`src/hdl/mexp_pkg.sv`:
```
`timescale 1ns / 1ps
// ----------------------------------------------------------------------------
// mexp_pkg
// Shared types and constants of the modular exponentiation core.
// ----------------------------------------------------------------------------
package mexp_pkg;

    localparam int DATA_W        = 32;
    localparam int WIDTH_DEFAULT = 32;
    localparam int CFG_IDX_W     = 1;

    localparam logic [CFG_IDX_W-1:0] REG_MODULUS  = 1'd0;
    localparam logic [CFG_IDX_W-1:0] REG_EXPONENT = 1'd1;

    // control of the cell row: clear, step and add
    typedef struct packed {
        logic clr;
        logic step;
        logic add;
    } mexp_ctrl_t;

    // reduction choice shared by every cell
    typedef struct packed {
        logic sub1;
        logic sub2;
    } mexp_sel_t;

endpackage

```
`src/hdl/modular_exponentiation_core.sv`:
```
`timescale 1ns / 1ps
// ----------------------------------------------------------------------------
// modular_exponentiation_core
// message ^ exponent mod modulus by left-to-right square-and-multiply.
// ----------------------------------------------------------------------------
// One message word at a time. The message is first reduced modulo the modulus
// by one pass of the product unit, then every exponent bit below the top one
// costs a squaring and, for a one bit, a multiply by the message. Each pass
// runs WIDTH steps on a row of WIDTH+2 bit cells. A zero modulus gives 0
// without any pass. The result sits in an output register, so the next word
// is taken while it waits. Write modulus and exponent only while idle.
module modular_exponentiation_core #(
    parameter int WIDTH = mexp_pkg::WIDTH_DEFAULT
) (
    input  logic                          aclk,
    input  logic                          aresetn,
    input  logic                          s_tvalid,
    output logic                          s_tready,
    input  logic [mexp_pkg::DATA_W-1:0]   s_tdata,   // [31:0] message
    output logic                          m_tvalid,
    input  logic                          m_tready,
    output logic [mexp_pkg::DATA_W-1:0]   m_tdata,   // [31:0] power_mod
    input  logic                          cfg_valid,
    output logic                          cfg_ready,
    input  logic [mexp_pkg::CFG_IDX_W-1:0] cfg_index,
    input  logic [mexp_pkg::DATA_W-1:0]   cfg_data
);
    import mexp_pkg::*;

    localparam int RW = WIDTH + 2;
    localparam int CW = $clog2(WIDTH);

    typedef enum logic [3:0] {
        ST_IDLE = 4'b0001,
        ST_MUL  = 4'b0010,
        ST_NEXT = 4'b0100,
        ST_FIN  = 4'b1000
    } state_t;

    typedef enum logic [2:0] {
        PH_RED = 3'b001,
        PH_SQR = 3'b010,
        PH_PRD = 3'b100
    } phase_t;

    state_t            state_reg, state_next;
    phase_t            phase_reg, phase_next;
    logic [DATA_W-1:0] modulus_reg, modulus_next, exponent_reg, exponent_next;
    logic [WIDTH-1:0]  n_reg, n_next, e_reg, e_next, m_reg, m_next;
    logic [WIDTH-1:0]  a_reg, a_next, b_reg, b_next;
    logic [CW-1:0]     mcnt_reg, mcnt_next, ecnt_reg, ecnt_next;
    logic [DATA_W-1:0] res_reg, res_next, out_reg, out_next;
    logic              outv_reg, outv_next;
    mexp_ctrl_t        ctrl;
    logic [RW-1:0]     r_val;
    logic [WIDTH-1:0]  r_w, c0;
    logic              launch;

    mexp_chain #(.WIDTH(WIDTH)) u_chain (
        .aclk  (aclk),
        .ctrl  (ctrl),
        .b_val (b_reg),
        .n_val (n_reg),
        .r_val (r_val)
    );

    assign r_w       = r_val[WIDTH-1:0];
    assign s_tready  = (state_reg == ST_IDLE);
    assign m_tvalid  = outv_reg;
    assign m_tdata   = out_reg;
    assign cfg_ready = 1'b1;

    always_comb begin
        state_next    = state_reg;
        phase_next    = phase_reg;
        modulus_next  = modulus_reg;
        exponent_next = exponent_reg;
        n_next        = n_reg;
        e_next        = e_reg;
        m_next        = m_reg;
        a_next        = a_reg;
        b_next        = b_reg;
        mcnt_next     = mcnt_reg;
        ecnt_next     = ecnt_reg;
        res_next      = res_reg;
        out_next      = out_reg;
        outv_next     = outv_reg;
        launch        = 1'b0;
        ctrl.step     = 1'b0;
        ctrl.add      = 1'b0;
        c0            = e_reg[WIDTH-1] ? r_w : WIDTH'(1);

        if (cfg_valid && cfg_ready) begin
            case (cfg_index)
                REG_MODULUS:  modulus_next  = cfg_data;
                REG_EXPONENT: exponent_next = cfg_data;
                default: ;
            endcase
        end

        if (outv_reg && m_tready) begin
            outv_next = 1'b0;
        end

        case (state_reg)
            ST_IDLE: begin
                if (s_tvalid) begin
                    n_next = WIDTH'(modulus_reg);
                    e_next = WIDTH'(exponent_reg);
                    if (WIDTH'(modulus_reg) == '0) begin
                        res_next   = '0;
                        state_next = ST_FIN;
                    end else begin
                        // message mod n as the product message * 1
                        a_next     = WIDTH'(s_tdata);
                        b_next     = WIDTH'(1);
                        phase_next = PH_RED;
                        launch     = 1'b1;
                    end
                end
            end
            ST_MUL: begin
                ctrl.step = 1'b1;
                ctrl.add  = a_reg[WIDTH-1];
                a_next    = {a_reg[WIDTH-2:0], 1'b0};
                if (mcnt_reg == '0) begin
                    state_next = ST_NEXT;
                end else begin
                    mcnt_next = mcnt_reg - 1'b1;
                end
            end
            ST_NEXT: begin
                case (phase_reg)
                    PH_RED: begin
                        m_next     = r_w;
                        a_next     = c0;
                        b_next     = c0;
                        e_next     = {e_reg[WIDTH-2:0], 1'b0};
                        ecnt_next  = CW'(WIDTH - 1);
                        phase_next = PH_SQR;
                        launch     = 1'b1;
                    end
                    PH_SQR: begin
                        if (e_reg[WIDTH-1]) begin
                            a_next     = r_w;
                            b_next     = m_reg;
                            phase_next = PH_PRD;
                            launch     = 1'b1;
                        end else if (ecnt_reg == CW'(1)) begin
                            res_next   = DATA_W'(r_w);
                            state_next = ST_FIN;
                        end else begin
                            e_next     = {e_reg[WIDTH-2:0], 1'b0};
                            ecnt_next  = ecnt_reg - 1'b1;
                            a_next     = r_w;
                            b_next     = r_w;
                            launch     = 1'b1;
                        end
                    end
                    PH_PRD: begin
                        if (ecnt_reg == CW'(1)) begin
                            res_next   = DATA_W'(r_w);
                            state_next = ST_FIN;
                        end else begin
                            e_next     = {e_reg[WIDTH-2:0], 1'b0};
                            ecnt_next  = ecnt_reg - 1'b1;
                            a_next     = r_w;
                            b_next     = r_w;
                            phase_next = PH_SQR;
                            launch     = 1'b1;
                        end
                    end
                    default: state_next = ST_IDLE;
                endcase
            end
            ST_FIN: begin
                if (!outv_reg || m_tready) begin
                    out_next   = res_reg;
                    outv_next  = 1'b1;
                    state_next = ST_IDLE;
                end
            end
            default: state_next = ST_IDLE;
        endcase

        if (launch) begin
            mcnt_next  = CW'(WIDTH - 1);
            state_next = ST_MUL;
        end
        ctrl.clr = launch;
    end

    always_ff @(posedge aclk) begin
        if (!aresetn) begin
            state_reg    <= ST_IDLE;
            phase_reg    <= PH_RED;
            modulus_reg  <= DATA_W'(1);
            exponent_reg <= '0;
            outv_reg     <= 1'b0;
        end else begin
            state_reg    <= state_next;
            phase_reg    <= phase_next;
            modulus_reg  <= modulus_next;
            exponent_reg <= exponent_next;
            outv_reg     <= outv_next;
        end
    end

    always_ff @(posedge aclk) begin
        n_reg    <= n_next;
        e_reg    <= e_next;
        m_reg    <= m_next;
        a_reg    <= a_next;
        b_reg    <= b_next;
        mcnt_reg <= mcnt_next;
        ecnt_reg <= ecnt_next;
        res_reg  <= res_next;
        out_reg  <= out_next;
    end

endmodule

```
`src/hdl/mexp_cell.sv`:
```
`timescale 1ns / 1ps
// ----------------------------------------------------------------------------
// mexp_cell
// One bit slice of the Blakley product register: doubling, add and the two
// candidate subtractions of the modulus and of twice the modulus.
// ----------------------------------------------------------------------------
module mexp_cell (
    input  logic               aclk,
    input  logic               r_in,
    input  logic               b_bit,
    input  logic               n_bit,
    input  logic               n2_bit,
    input  logic               cs_in,
    input  logic               c1_in,
    input  logic               c2_in,
    input  mexp_pkg::mexp_ctrl_t ctrl,
    input  mexp_pkg::mexp_sel_t  sel,
    output logic               cs_out,
    output logic               c1_out,
    output logic               c2_out,
    output logic               r_out
);
    import mexp_pkg::*;

    logic r_reg, r_next;
    logic addend, s_bit, d1_bit, d2_bit;

    always_comb begin
        // r_in is the lower neighbor's bit, so this is 2R
        addend = ctrl.add & b_bit;
        s_bit  = r_in ^ addend ^ cs_in;
        cs_out = (r_in & addend) | (r_in & cs_in) | (addend & cs_in);
        d1_bit = s_bit ^ ~n_bit ^ c1_in;
        c1_out = (s_bit & ~n_bit) | (s_bit & c1_in) | (~n_bit & c1_in);
        d2_bit = s_bit ^ ~n2_bit ^ c2_in;
        c2_out = (s_bit & ~n2_bit) | (s_bit & c2_in) | (~n2_bit & c2_in);
        r_next = r_reg;
        if (ctrl.clr) begin
            r_next = 1'b0;
        end else if (ctrl.step) begin
            if (sel.sub2) begin
                r_next = d2_bit;
            end else if (sel.sub1) begin
                r_next = d1_bit;
            end else begin
                r_next = s_bit;
            end
        end
    end

    always_ff @(posedge aclk) begin
        r_reg <= r_next;
    end

    assign r_out = r_reg;

endmodule

```
`src/hdl/mexp_chain.sv`:
```
`timescale 1ns / 1ps
// ----------------------------------------------------------------------------
// mexp_chain
// Row of WIDTH+2 bit cells forming the Blakley modular product unit.
// ----------------------------------------------------------------------------
module mexp_chain #(
    parameter int WIDTH = mexp_pkg::WIDTH_DEFAULT
) (
    input  logic               aclk,
    input  mexp_pkg::mexp_ctrl_t ctrl,
    input  logic [WIDTH-1:0]   b_val,
    input  logic [WIDTH-1:0]   n_val,
    output logic [WIDTH+1:0]   r_val
);
    import mexp_pkg::*;

    localparam int RW = WIDTH + 2;

    logic [RW-1:0] b_ext, n_ext, n2_ext, r_sh;
    logic [RW:0]   cs, c1, c2;
    mexp_sel_t     sel;

    assign b_ext  = RW'(b_val);
    assign n_ext  = RW'(n_val);
    assign n2_ext = {n_ext[RW-2:0], 1'b0};
    assign r_sh   = {r_val[RW-2:0], 1'b0};
    assign cs[0]  = 1'b0;
    assign c1[0]  = 1'b1;
    assign c2[0]  = 1'b1;

    // carry out of the subtract chains means the sum reached n or 2n
    assign sel.sub1 = c1[RW];
    assign sel.sub2 = c2[RW];

    genvar i;
    generate
        for (i = 0; i < RW; i++) begin : g_cell
            mexp_cell u_cell (
                .aclk   (aclk),
                .r_in   (r_sh[i]),
                .b_bit  (b_ext[i]),
                .n_bit  (n_ext[i]),
                .n2_bit (n2_ext[i]),
                .cs_in  (cs[i]),
                .c1_in  (c1[i]),
                .c2_in  (c2[i]),
                .ctrl   (ctrl),
                .sel    (sel),
                .cs_out (cs[i+1]),
                .c1_out (c1[i+1]),
                .c2_out (c2[i+1]),
                .r_out  (r_val[i])
            );
        end
    endgenerate

endmodule

```
`config.mk`:
```
export PLATFORM = sky130hd
export DESIGN_NAME = modular_exponentiation_core
export DESIGN_NICKNAME = d
export VERILOG_FILES = /design/src/hdl/mexp_pkg.sv /design/src/hdl/modular_exponentiation_core.sv /design/src/hdl/mexp_cell.sv /design/src/hdl/mexp_chain.sv
export SDC_FILE = /design/constraint.sdc
export NUM_CORES = 1
export LEC_CHECK = 0
export BUFFER_PORTS_ARGS = -buffer_cell sky130_fd_sc_hd__buf_4
export CAP_MARGIN = 10
export CELL_PAD_IN_SITES_DETAIL_PLACEMENT = 1
export CELL_PAD_IN_SITES_GLOBAL_PLACEMENT = 1
export CORE_AREA = 2 2 233 235
export CTS_CLUSTER_DIAMETER = 50
export DETAILED_ROUTE_END_ITERATION = 12
export DIE_AREA = 0 0 235 237
export PLACE_DENSITY = 0.72
export SETUP_SLACK_MARGIN = 0.4
export SYNTH_ARGS = -nofsm -noshare
export SYNTH_HDL_FRONTEND = slang
export SYNTH_SLANG_ARGS = --single-unit
```
`constraint.sdc`:
```
create_clock -name aclk -period 15.3 [get_ports aclk]
set_input_delay 0.765 -clock aclk [delete_from_list [all_inputs] [get_ports aclk]]
set_output_delay 0.765 -clock aclk [all_outputs]
set_load 0.05 [all_outputs]
```
==> flow_summary.yaml, run 1 <==
final_layout:
  antennaDiodeCount: 0
  area_growth_syn_to_layout_pct: 17.75
  nNetsFinal: 2138
  drive_above_1_share: 0.1476
  stdcell_count: 2701
  largest_reg_flops: 33
place:
  dpl.hpwl_mm: 38.61
  numPortBuffers: 103
  gp_congestion: 0.8419
  placed_cells: 2604
logic_synthesis:
  synth_edf_count: 229
  async_flop_share: 0
  yosysSeqAreaShare: 0.4939
  syn_inst: 1883
  syn_area_per_cell_um2: 9.762
  ys_warn_count: 0
  synth_top_area_cell: "edfxtp_1"
  synth.top_cells.by_area: "edfxtp_1 (37%), dfxtp_1 (12%), nand2_1 (7.8%), ha_1 (4.8%), a21oi_1 (3.9%)"
  synth_cell_types: 87
  syn_area_um2: 18380
  ys_ff_latch: 339
  synth_nets: 2053
  synthFlopType: "edfxtp_1"
  synth_top_area_frac: 0.3741
cts:
  clk_path_buf_depth: 3
  numClockSinks: 339
  cts-root-buf: "clkbuf_16"
  htree_levels: 2
  numCtsBuffers: 46
  hold_buffers: 0
  clk-insertion-delay-late_ns: 0.59
  cts_tree: "built"
  clkTransAtPathRegs_ns: 0.05
worst_setup_path:
  r2r_cells: 49
  slowest_delay_ns: 0.56
  reg2reg_to: "u_chain.g_cell[13].u_cell.r_out"
  required_ns: 15.81
  path_common_cell: "fa_2"
  slowest_stage: "fa_2"
  worstSetupStartpointType: "flop"
  crit_path_max_fanout: 10
  cp.arrival_ns: 15.01
  r2r_start: "state_reg[0]"
  path_class: "flop to flop"
  crit_end: "u_chain.g_cell[13].u_cell.r_out"
  worstSetupStartpoint: "state_reg[0]"
  r2r_slack_ns: 0.80
  critPathCaptureType: "flop"
route:
  routedWlPerCell_um: 20.37
  drtIter0Drc: 988
  dr.pass1.iters: 8
  num_vias: 14710
  postRouteAntennaNets: 0
  routed_wirelength_mm: 55.01
  via_per_inst: 5.445
  route.detailed.drc: 0
power_and_ir_drop:
  comb_power_share: 0.340
  p_sw_frac: 0.3748
  power.share.clock: 0.281
  ir_worst_vdd_uv: 77.22
  leakagePower_nw: 7.964
  p_int_mw: 2.336
  p_sw_mw: 1.400
  p_per_area_nw_per_um2: 172.6
  p_seq_frac: 0.379
outcome:
  status: "complete, no violations"
global_routing:
  gr-total-overflow: 0
  antenna_found_initial: 0
  grt_max_degree: 96
  use_met2: 0.3362
  busiest_layer: "met2"
  use_met1: 0.2443
  grt_usage: 0.1940
  grt_pass1_wl_mm: 86.54
  grt_pass1_vias: 15450
  use_met3: 0.02984
timing:
  tightest_slew_ns: 1.209
  holdWs_ns: 0.4305
  finalMaxSlewViolations: 0
  setup_viol: 0
  rsz0062_at_grt: "no"
  layout_min_cycle_time_ns: 14.50
  tns_ns: 0
  relSlewSlack: 0.1941
  clock-skew-final_ns: 0.04026
  fin_crit_sh: 0.9474
  hold_viol: 0
  max_freq_ghz: 0.06899
floorplan:
  core_um2: 53280
  die_y_um: 237
  start_util: 0.3450
  dieWidth_um: 235
  rows: 85
  die-area_um2: 55700
  ioPinCount: 105
job:
  cap_violations: 0
min_path:
  holdPathStages: 3
  hp-class: "input port to flop"
## through the flow
step	utilization	area (um2)	worst slack, ns	power [mW]
5_1_grt	0.4062	21640	0.3528	3.942
3_3_place_gp	0.3741	19930	0.2631	2.580
4_1_cts	0.4034	21490	0.4367	3.713
6_report	0.4062	21640	0.8041	3.736
2_1_floorplan	-	18480	0.4126	2.214
3_5_place_dp	0.3741	19930	-0.1312	2.622
## cells by family after synthesis
group	Yosys count	synth area share
buffers and inverters	221	0.04826
DFF	339	0.4939
adders and majority gates	100	0.08032
and+or+nand+nor	616	0.1458
other	1	0.0002040
xor gates and xnor gates	63	0.03002
AOI/OAI and AO/OA	527	0.1926
muxes	16	0.008917
## final cells by class
type / count / area (um2)
clock inverters: 28 / 252.7
repair buffers: 145 / 1151
clock buffers: 57 / 1234
well taps: 696 / 870.8
flip-flops and latches: 339 / 9085
fillers: 5936 / 31640
inverters: 113 / 424.2
multi-input cells: 1323 / 8626
## cell usage in the layout (no fill, tap or decap), types with 5 or more instances in the layout
| cell | count |
|---|---|
| o31ai_1 | 9 |
| or3_1 | 6 |
| nor2b_1 | 6 |
| a22o_1 | 33 |
| o21bai_1 | 5 |
| clkinv_1 | 7 |
| inv_6 | 5 |
| clkinv_2 | 9 |
| nor3_1 | 16 |
| edfxtp_1 | 229 |
| clkbuf_16 | 48 |
| a21o_1 | 6 |
| and2_1 | 8 |
| o211ai_1 | 13 |
| mux2i_1 | 13 |
| dfxtp_1 | 107 |
| o21ai_0 | 74 |
| a31oi_1 | 8 |
| inv_1 | 111 |
| nand2b_1 | 8 |
| ha_1 | 69 |
| nor2_2 | 6 |
| a21boi_0 | 66 |
| nor2_1 | 95 |
| clkbuf_1 | 8 |
| nand2_1 | 381 |
| and3_1 | 9 |
| nand3b_1 | 10 |
| nand3_1 | 24 |
| a221oi_1 | 33 |
| a21oi_1 | 143 |
| buf_4 | 141 |
| xor2_1 | 25 |
| xnor2_1 | 38 |
| o21ai_1 | 9 |
| a211oi_1 | 11 |
| a22oi_1 | 63 |
| fa_2 | 29 |
| nor4_1 | 12 |
## cell usage after synthesis, types with 4 or more instances
cell,n
a2111oi_0,6
a211oi_1,12
a21boi_0,68
a21o_1,6
a21oi_1,145
a221oi_1,33
a22o_1,33
a22oi_1,63
a31oi_1,8
and2_1,10
and3_1,10
buf_1,9
clkbuf_1,89
dfxtp_1,110
edfxtp_1,229
fa_1,30
ha_1,70
inv_1,111
mux2i_1,13
nand2_1,382
nand2b_1,9
nand3_1,24
nand3b_1,10
nor2_1,101
nor2b_1,8
nor3_1,17
nor4_1,12
nor4b_1,4
o2111ai_1,4
o211ai_1,13
o21a_1,4
o21ai_0,76
o21ai_1,9
o21bai_1,5
o31ai_1,9
or3_1,6
or4_1,4
xnor2_1,38
xor2_1,25
## per-layer routing
metal | share of wire | up-vias
li1 | - | 6910
met1 | 0.43 | 7383
met2 | 0.50 | 305
met3 | 0.038 | 110
met4 | 0.033 | 0
met5 | 0 | -
## repair_timing
item,in CTS,in global routing
gates cloned,1,1
buffers inserted,1,9
setup endpoints to repair,33,33
gates resized for setup,17,17
pin swaps,2,16
## power groups by stage
stage               registers, mW  logic [mW]  clock network, mW
floorplan                    1.37       0.844                  0
global placement             1.42        1.16                  0
detailed placement           1.43        1.19                  0
CTS                          1.42        1.23               1.07
global route                 1.44        1.40               1.11
finish                       1.42        1.27               1.05
## worst max-delay path: cells and delay by family, from the launching register on
family          cells  cell delay, ns
simple gates        7            1.50
fa+ha+maj          31           10.97
mux                 1            0.11
flops               1            0.36
compound gates      5            0.80
buf+inv             5            0.63
## worst min path at each step
stage                           endpoint   startpoint
after detailed placement     m_tdata[26]  res_reg[26]
after global placement        m_tdata[3]   res_reg[3]
after global routing      modulus_reg[0]  cfg_data[0]
after floorplan               m_tdata[0]   res_reg[0]
final                     modulus_reg[0]  cfg_data[0]
after CTS                 modulus_reg[0]  cfg_data[0]
(Power assumes the default switching activity.)
==> inputs of run 2 (changes only) <==
- BUFFER_PORTS_ARGS: -buffer_cell sky130_fd_sc_hd__buf_4 -> default
- CORE_AREA: 2 2 233 235 -> 2 2 227 229
- DIE_AREA: 0 0 235 237 -> 0 0 229 231
- DONT_BUFFER_PORTS: default -> 1
- PLACE_DENSITY: 0.72 -> 0.66
- SYNTH_HIERARCHICAL: default -> 1
- clock period: 15.3 -> 16.2 ns (I/O delays scaled with it)
==> run 2 against run 1 <==
Compared with the run above:
- die area down 5.0%
- sequential cell count unchanged
- total power down 40%
- cell count down 18%
- combinational power down 84%
- synthesized cell count down 19%
- first-iteration DRC count down 16%
- routed wire length down 15%
- non-clock buffer count down 118
==> flow_summary.yaml, run 2 <==
place:
  dpl.hpwl_mm: 29.78
  place_area_um2: 18320
  gp_congestion: 0.7648
  numPortBuffers: 0
floorplan:
  start_util: 0.3439
  die-area_um2: 52900
  die_y_um: 231
  core_um2: 50680
  rows: 83
  dieWidth_um: 229
  ioPinCount: 105
final_layout:
  final_common_cell: "nand2_1"
  drive_above_1_share: 0.1461
  nNetsFinal: 1688
  stdcell_area_um2: 19980
  fillCellCount: 5516
  largest_reg_flops: 33
  post-route-util: 0.3942
  most-common-layout-cells: "nand2_1 (280), edfxtp_1 (229), dfxtp_1 (106)"
  antennaDiodeCount: 0
  area_growth_syn_to_layout_pct: 14.62
worst_setup_path:
  crit_family: "adder cells"
  worstSetupStartpoint: "state_reg[2]"
  crit_path_max_fanout: 33
  critPathCaptureType: "flop"
  path_class: "flop to flop"
  path_common_cell: "fa_2"
  reg2reg_to: "u_chain/g_cell[6].u_cell/r_out"
  r2r_slack_ns: 0.82
  slowest_delay_ns: 0.48
  cp.arrival_ns: 15.85
  worst-path-buf-inv: 1
  cp.depth: 40
  crit_end: "u_chain/g_cell[6].u_cell/r_out"
  r2r_cells: 40
  required_ns: 16.67
  r2r_start: "state_reg[2]"
  slowest_stage: "fa_2"
  worstSetupStartpointType: "flop"
cts:
  cts_tree: "built"
  clk_path_buf_depth: 3
  numCtsBuffers: 44
  clk-insertion-delay-late_ns: 0.58
  clkTransAtPathRegs_ns: 0.06
  numClockSinks: 339
  cts-root-buf: "clkbuf_16"
  htree_levels: 2
  hold_buffers: 0
global_routing:
  antenna_found_initial: 0
  grt_max_degree: 100
  grt_pass1_vias: 12610
  grt_usage: 0.1767
  grt_pass1_wl_mm: 73.86
  gr-total-overflow: 0
timing:
  tns_ns: 0
  rsz0062_at_grt: "yes"
  setup_viol: 0
  layout_min_cycle_time_ns: 15.38
  fin_crit_sh: 0.9495
  finalMaxSlewViolations: 0
  clock-skew-final_ns: 0.04164
  holdWs_ns: 0.3759
  hold_viol: 0
  tightest_slew_ns: 1.063
  relSlewSlack: 0.2915
  max_freq_ghz: 0.06501
route:
  routed_wirelength_mm: 46.52
  postRouteAntennaNets: 0
  num_vias: 11830
  via_per_inst: 5.314
  drtIter0Drc: 834
  dr.pass1.iters: 5
  routedWlPerCell_um: 20.89
  route.detailed.drc: 0
logic_synthesis:
  syn_inst: 1516
  ys_warn_count: 6
  syn_area_um2: 17430
  syn_area_per_cell_um2: 11.50
power_and_ir_drop:
  leakagePower_nw: 6.663
  ir_worst_vdd_uv: 61.65
  p_per_area_nw_per_um2: 111.8
min_path:
  hp-class: "input port to flop"
outcome:
  status: "complete, no violations"
job:
  cap_violations: 0
==> run 2: layer usage <==
layer,wire [um],track usage,vias to the layer above
met2,21530,0.2809,259
met4,769,0.04403,0
li1,-,-,5450
met5,0,0,-
met1,21790,0.2473,6064
met3,2439,0.03557,61
==> run 2: worst register-to-register path: cells and delay by family, from the launching register on <==
family | cells | cell delay [ns]
buffers and inverters | 1 | 0.18
AO/OA/AOI/OAI | 1 | 0.19
flip-flops | 1 | 0.34
adder cells (fa/ha/maj) | 34 | 13.51
AND/OR/NAND/NOR | 4 | 1.04
==> run 2: per-stage QoR <==
| step | worst slack, ns | cells | power, mW |
|---|---|---|---|
| 2_1_floorplan | 0.4076 | 1524 | 1.196 |
| 3_3_place_gp | 0.3354 | 2141 | 1.262 |
| 3_5_place_dp | 0.1078 | 2141 | 1.272 |
| 4_1_cts | 0.4268 | 2224 | 2.257 |
| 5_1_grt | 0.3824 | 2227 | 2.327 |
| 6_report | 0.8180 | 2227 | 2.233 |
==> run 2: power by group <==
group / total, mW / internal, mW / switching, mW
logic: 0.208 / 0.0714 / 0.137
registers: 1.05 / 1.01 / 0.0428
clock network: 0.974 / 0.588 / 0.385
total: 2.23 / 1.67 / 0.565
==> run 2: final cells by class <==
type                       instances  area (um2)  share of cell area
clock buffer                      54        1190             0.05956
clock inverter                    27       264.0             0.01322
inverter                          78       292.8             0.01466
multi-input combinational       1022        7978              0.3993
sequential                       339        9084              0.4547
tap                              680       850.8             0.04259
timing repair buffer              27       317.8             0.01591
==> run 2: how the worst min path moves through the flow <==
stage	from	to	slack [ns]	depth (start not counted)
after floorplan	res_reg[0]	m_tdata[0]	0.43	0
after global placement	res_reg[5]	m_tdata[5]	0.43	0
after detailed placement	res_reg[27]	m_tdata[27]	0.43	0
after CTS	aresetn	modulus_reg[0]	0.32	1
after global routing	aresetn	modulus_reg[0]	0.35	1
final	aresetn	modulus_reg[0]	0.38	1
==> run 2: timing repair <==
action | CTS | global route
pin swaps | 2 | 4
gates cloned | 2 | 1
buffers inserted | 0 | 1
resized for setup | 16 | 19
endpoints found under the setup margin | 33 | 33
